==> src/hw/rtl/assert_macros.svh <==
// Assertion macros shared by the plotter RTL.
// Included by any module that checks its own logic; needs no other file.
`ifndef ASSERT_MACROS_SVH
`define ASSERT_MACROS_SVH

// Check that an expression holds at every clock edge out of reset.
`define OPP_ASSERT_ALWAYS(label, clk, rst_n, expr, msg) \
    label: assert property (@(posedge clk) disable iff (!rst_n) (expr)) \
        else $error(msg);

// Check that a consequent holds in the same cycle as its antecedent.
`define OPP_ASSERT_SAME(label, clk, rst_n, ante, cons, msg) \
    label: assert property (@(posedge clk) disable iff (!rst_n) (ante) |-> (cons)) \
        else $error(msg);

// Check that a consequent holds in the cycle after its antecedent.
`define OPP_ASSERT_NEXT(label, clk, rst_n, ante, cons, msg) \
    label: assert property (@(posedge clk) disable iff (!rst_n) (ante) |=> (cons)) \
        else $error(msg);

`endif

==> src/hw/rtl/opp_pkg.sv <==
// Shared constants and types for the OLED page pixel plotter.
// No dependencies; used by opp_point_gen and oled_page_pixel_plotter.
package opp_pkg;

    // Default panel geometry
    localparam int COLUMNS_DEF = 128;
    localparam int PAGES_DEF   = 8;

    // Page index width covers the largest supported page count (16)
    localparam int PAGE_W = 4;

    // Item command codes
    localparam logic CMD_POINT = 1'b0;
    localparam logic CMD_ROW   = 1'b1;

    // Controller command bytes
    localparam logic [7:0] PAGE_CMD   = 8'hb0;
    localparam logic [7:0] COL_HI_CMD = 8'h10;

    // Panel column offset of the controller RAM
    localparam logic [7:0] COL_OFFSET = 8'd2;

    // Largest bit count of a bitmap row byte
    localparam logic [3:0] ROW_BITS = 4'd8;

    // Current point handed from the point generator to the sequencer
    typedef struct packed {
        logic              valid;
        logic              last;
        logic              on;
        logic [PAGE_W-1:0] page;
        logic [7:0]        col;
        logic [7:0]        bit_mask;
    } point_t;

endpackage

==> src/hw/rtl/opp_point_gen.sv <==
// Point generator: holds one item and yields its on-panel points in order.
// Depends on opp_pkg.
module opp_point_gen #(
    parameter int COLUMNS = opp_pkg::COLUMNS_DEF,
    parameter int PAGES   = opp_pkg::PAGES_DEF
) (
    input  logic                clk,
    input  logic                rst_n,
    input  logic                load,
    input  logic                command,
    input  logic [7:0]          x,
    input  logic [7:0]          y,
    input  logic                pixel_on,
    input  logic [7:0]          pattern,
    input  logic [3:0]          bit_count,
    input  logic                advance,
    output opp_pkg::point_t     point
);

    logic [7:0]                  mask_reg, mask_next, mask_load;
    logic [7:0]                  x_reg;
    logic [opp_pkg::PAGE_W-1:0]  page_reg;
    logic [7:0]                  bit_mask_reg;
    logic                        on_reg;
    logic [2:0]                  idx;
    logic [7:0]                  rest;

    // Build the mask of points that land on the panel
    always_comb
    begin
        logic [3:0] cnt_sat;
        logic       row_ok;
        logic [7:0] xi;
        logic       sel;
        cnt_sat = (bit_count > opp_pkg::ROW_BITS) ? opp_pkg::ROW_BITS : bit_count;
        row_ok  = ({1'b0, y} < 9'(8 * PAGES));
        for (int i = 0; i < 8; i++)
        begin
            xi = x + 8'(i);
            if (command == opp_pkg::CMD_POINT)
                sel = (i == 0);
            else
                sel = pattern[7 - i] && (4'(i) < cnt_sat);
            mask_load[i] = sel && row_ok && ({1'b0, xi} < 9'(COLUMNS));
        end
    end

    // Pick the lowest pending point
    always_comb
    begin
        logic found;
        found = 1'b0;
        idx   = 3'd0;
        for (int i = 0; i < 8; i++)
        begin
            if (mask_reg[i] && !found)
            begin
                idx   = 3'(i);
                found = 1'b1;
            end
        end
        rest = mask_reg & ~(8'd1 << idx);
    end

    // Load a new item or drop the point just plotted
    always_comb
    begin
        if (load)
            mask_next = mask_load;
        else if (advance)
            mask_next = rest;
        else
            mask_next = mask_reg;
    end

    always_ff @(posedge clk or negedge rst_n)
    begin
        if (!rst_n)
        begin
            mask_reg <= '0;
        end
        else
        begin
            mask_reg <= mask_next;
        end
    end

    // Item payload, no reset needed
    always_ff @(posedge clk)
    begin
        if (load)
        begin
            x_reg        <= x;
            page_reg     <= opp_pkg::PAGE_W'(PAGES - 1) - y[6:3];
            bit_mask_reg <= 8'h80 >> y[2:0];
            on_reg       <= pixel_on;
        end
    end

    assign point.valid    = |mask_reg;
    assign point.last     = (rest == 8'd0);
    assign point.on       = on_reg;
    assign point.page     = page_reg;
    assign point.col      = x_reg + {5'd0, idx};
    assign point.bit_mask = bit_mask_reg;

endmodule

==> config.mk <==
export PLATFORM = sky130hd
export DESIGN_NAME = opp_point_gen
export DESIGN_NICKNAME = d
export VERILOG_FILES = /design/src/hw/rtl/assert_macros.svh /design/src/hw/rtl/opp_pkg.sv /design/src/hw/rtl/opp_point_gen.sv
export SDC_FILE = /design/constraint.sdc
export NUM_CORES = 1
export LEC_CHECK = 0
export ABC_AREA = 1
export BUFFER_PORTS_ARGS = -buffer_cell sky130_fd_sc_hd__buf_4
export CORE_MARGIN = 5
export CORE_UTILIZATION = 40
export CTS_CLUSTER_SIZE = 24
export DETAILED_ROUTE_END_ITERATION = 8
export PLACE_DENSITY_LB_ADDON = 0.12
export SYNTH_ARGS = -nofsm -noshare
export SYNTH_HDL_FRONTEND = slang
export SYNTH_SLANG_ARGS = --single-unit
==> constraint.sdc <==
create_clock -name clk -period 2.7 [get_ports clk]
set_clock_uncertainty 0.1 [all_clocks]
set_input_delay 0.54 -clock clk [delete_from_list [all_inputs] [get_ports clk]]
set_output_delay 0.54 -clock clk [all_outputs]
set_load 0.1 [all_outputs]
==> summary.md <==
| Metric | Value |
|---|---|
| Die height | 75.7 um |
| Pre-antenna DRT Iters | 4 |
| Via density | 4.78 |
| Synth async-reset ratio | 27.6% |
| Post-route setup slack | -0.558 ns |
| Clock transition at the registers of the reported paths | 0.06 ns |
| Pre-CTS WS | -0.435 ns |
| Layout cells sized above 1 | 40.0% |
| Critical-path maximum fanout | 3 |
| Final hold vios | 0 |
| Crit path kind | reg2out |
| Pwr Total | 1.62 mW |
| Min-delay worst type | in2reg |
| Die ar. | 5720 um^2 |
| Nets | 342 |
| Initial core utilization | 42.2% |
| Setup crit end kind | output port |
| Hold Path End | on_reg |
| RSZ-0062 raised after global routing | true |
| Worst endpoint required time | 2.06 ns |
| Detailed Route WL | 4410 um |
| WL/cell | 12.4 um |
| M1 GR Usage | 22.2% |
| Vias in the first global route | 1,682 |
| Clock sinks | 29 |
| Largest net degree at the start of global routing | 25 |
| Yosys warning count | 0 |
| Io pins | 57 |
| Most common cell in the netlist | nand2_1 |
| Yosys top cell area share | 36.6% |
| Maximum VDD drop | 0.469 mV |
| Hold path start | pixel_on |
| Leakage | 1.33 nW |
| Most used routing layer | met2 |
| Synth cell types | 28 |
| Syn_nets | 252 |
| Synth top cells by count | 68 x nand2_1, 29 x inv_1, 26 x nand3_1 |
| RR Endpoint | mask_reg[7] |
| Max Clk Rate | 307 MHz |
| Starting DRT DRC Count | 77 |
| Netlist Area Pre-Place | 1720 um^2 |
| Setup TNS | -3.27 ns |
| RR Startpoint | mask_reg[2] |
| Fillers | 351 |
| CTS tree | built |
| First-pass GRT wire length | 7530 um |
| Total GRT Usage | 17.7% |
| Diodes inserted | 0 |
| Initial antenna violation count | 0 |
| Clock root buffer | clkbuf_8 |
| Clk Latency, worst-skew pair | 0.27 ns |
| Die width | 75.7 um |
| Gr ovfl total | 0 |
| Synth Flop Type | edfxtp_1 |
| Minimum clock period | 3.26 ns |
| Clock buffer count from CTS | 5 |
| Fin crit share | 121% |
| Clock H-tree levels | 2 |
| GR Layer Usage met3 | 5.67% |
| Gp weighted congestion | 0.826 |
| Std cell rows | 23 |
| PwrDens | 590 nW/um^2 |
| FF+latch count, synth | 29 |
| Slew @ Worst Pin | 0.657 ns |
| GR Util met2 | 29.7% |
| Setup violations, final | 7 |
| Status | finished, violations left |
| R2R depth | 12 |
| EDFF count, synth | 21 |
| Avg Cell Area, Syn | 8.06 um^2 |
| Core area | 4090 um^2 |
| Vias after detailed routing | 1,698 |
| Final hold slack | 0.339 ns |
| Post-synthesis sequential area ratio | 48.2% |
| Hold Path Depth | 1 |
| Worst setup SP type | flip-flop |
| Post-synth top area cell | edfxtp_1 |
| Post-Syn Instances | 214 |
| Cells taking the most area after synthesis | edfxtp_1 37%, nand2_1 15%, dfrtp_1 12% |
| I/O Buffers | 56 |
| DRC violations left | 0 |
| Longest Clk Path Bufs | 2 |
| Failing checks | setup timing |
| Slew margin rel. | 56.1% |
| Flop-to-flop setup slack | 0.96 ns |
| Max cap viols | 0 |
| Crit path DAT | 2.62 ns |
| Final ANT Viol Nets | 0 |
| Final Max Slew Viols | 0 |
| Area delta synth->final | 59.5% |
| DP Wirelength | 3350 um |
critical path, stage by stage (launching register included):
cell,delay (ns)
dfrtp_1,0.41
nor2_4,0.15
nand2_4,0.08
nor2_4,0.12
nand3_2,0.09
inv_2,0.07
nand2_2,0.05
o221ai_2,0.06
ha_2,0.21
inv_2,0.04
fa_2,0.38
o22ai_4,0.17
buf_6,0.15
xor2_4,0.16
buf_12,0.19
metrics by stage:
step,area (um^2),util (%),cells
floorplan,1830,-,214
finish,2750,67.3,355
CTS,2760,67.6,359
detailed placement,2460,60.1,339
global route,2750,67.3,355
global placement,2460,60.1,339
layer usage:
metal | vias to the layer above | wire length (um)
met5 | - | 0
met4 | 0 | 32
met3 | 5 | 339
met2 | 52 | 2190
met1 | 763 | 1840
li1 | 878 | -
placed cells by master (no fill, tap or decap), types with 4 or more instances in the layout:
cell type / instances
clkbuf_8: 5
buf_4: 71
buf_12: 4
nand3_1: 24
nand2_2: 5
dfrtp_1: 8
buf_6: 7
nor3_1: 10
nor2_1: 12
nand2_1: 64
nor2_4: 4
inv_1: 27
inv_2: 5
edfxtp_1: 21
power breakdown:
group	internal (mW)	leakage [nW]	switching [mW]
sequential	0.510	0.313	0.0187
combinational	0.217	0.964	0.445
clock	0.271	0.0518	0.160
total	0.998	1.33	0.624
cell families after synthesis:
kind of cell | synth area share (%)
buffers and inverters | 8.05
adders and majority gates | 3.34
AOI/OAI and AO/OA | 4.86
DFF | 48.2
xor gates and xnor gates | 2.54
and+or+nand+nor | 33.0
area by class of cell:
class / instances / area, um^2 / area share [%]
clock buffers: 5 / 68.8 / 2.50
repair buffers: 85 / 732 / 26.6
inverters: 33 / 128 / 4.64
well taps: 50 / 62.6 / 2.27
multi-input cells: 150 / 887 / 32.3
clock inverters: 3 / 41.3 / 1.50
flip-flops and latches: 29 / 831 / 30.2
worst max-delay path by stage:
stage | from | to | slack (ns) | cells past startpoint
finish | mask_reg[2] | point[12] | -0.56 | 14
global route | mask_reg[2] | point[14] | -0.71 | 14
CTS | mask_reg[2] | point[12] | -0.55 | 14
detailed placement | mask_reg[2] | point[14] | -0.43 | 14
global placement | mask_reg[2] | point[14] | -0.36 | 14
floorplan | mask_reg[1] | point[14] | -0.54 | 13
what timing repair did:
| action | 4_1_cts | 5_1_grt |
|---|---|---|
| setup buffers | 11 | 4 |
| gates resized for setup | 25 | 6 |
| endpoints found under the hold margin | 8 | 0 |
| pin swaps | 4 | 2 |
| setup endpoints to repair | 7 | 8 |
| hold buffers | 1 | 0 |
Power figures use the tool's default switching activity.
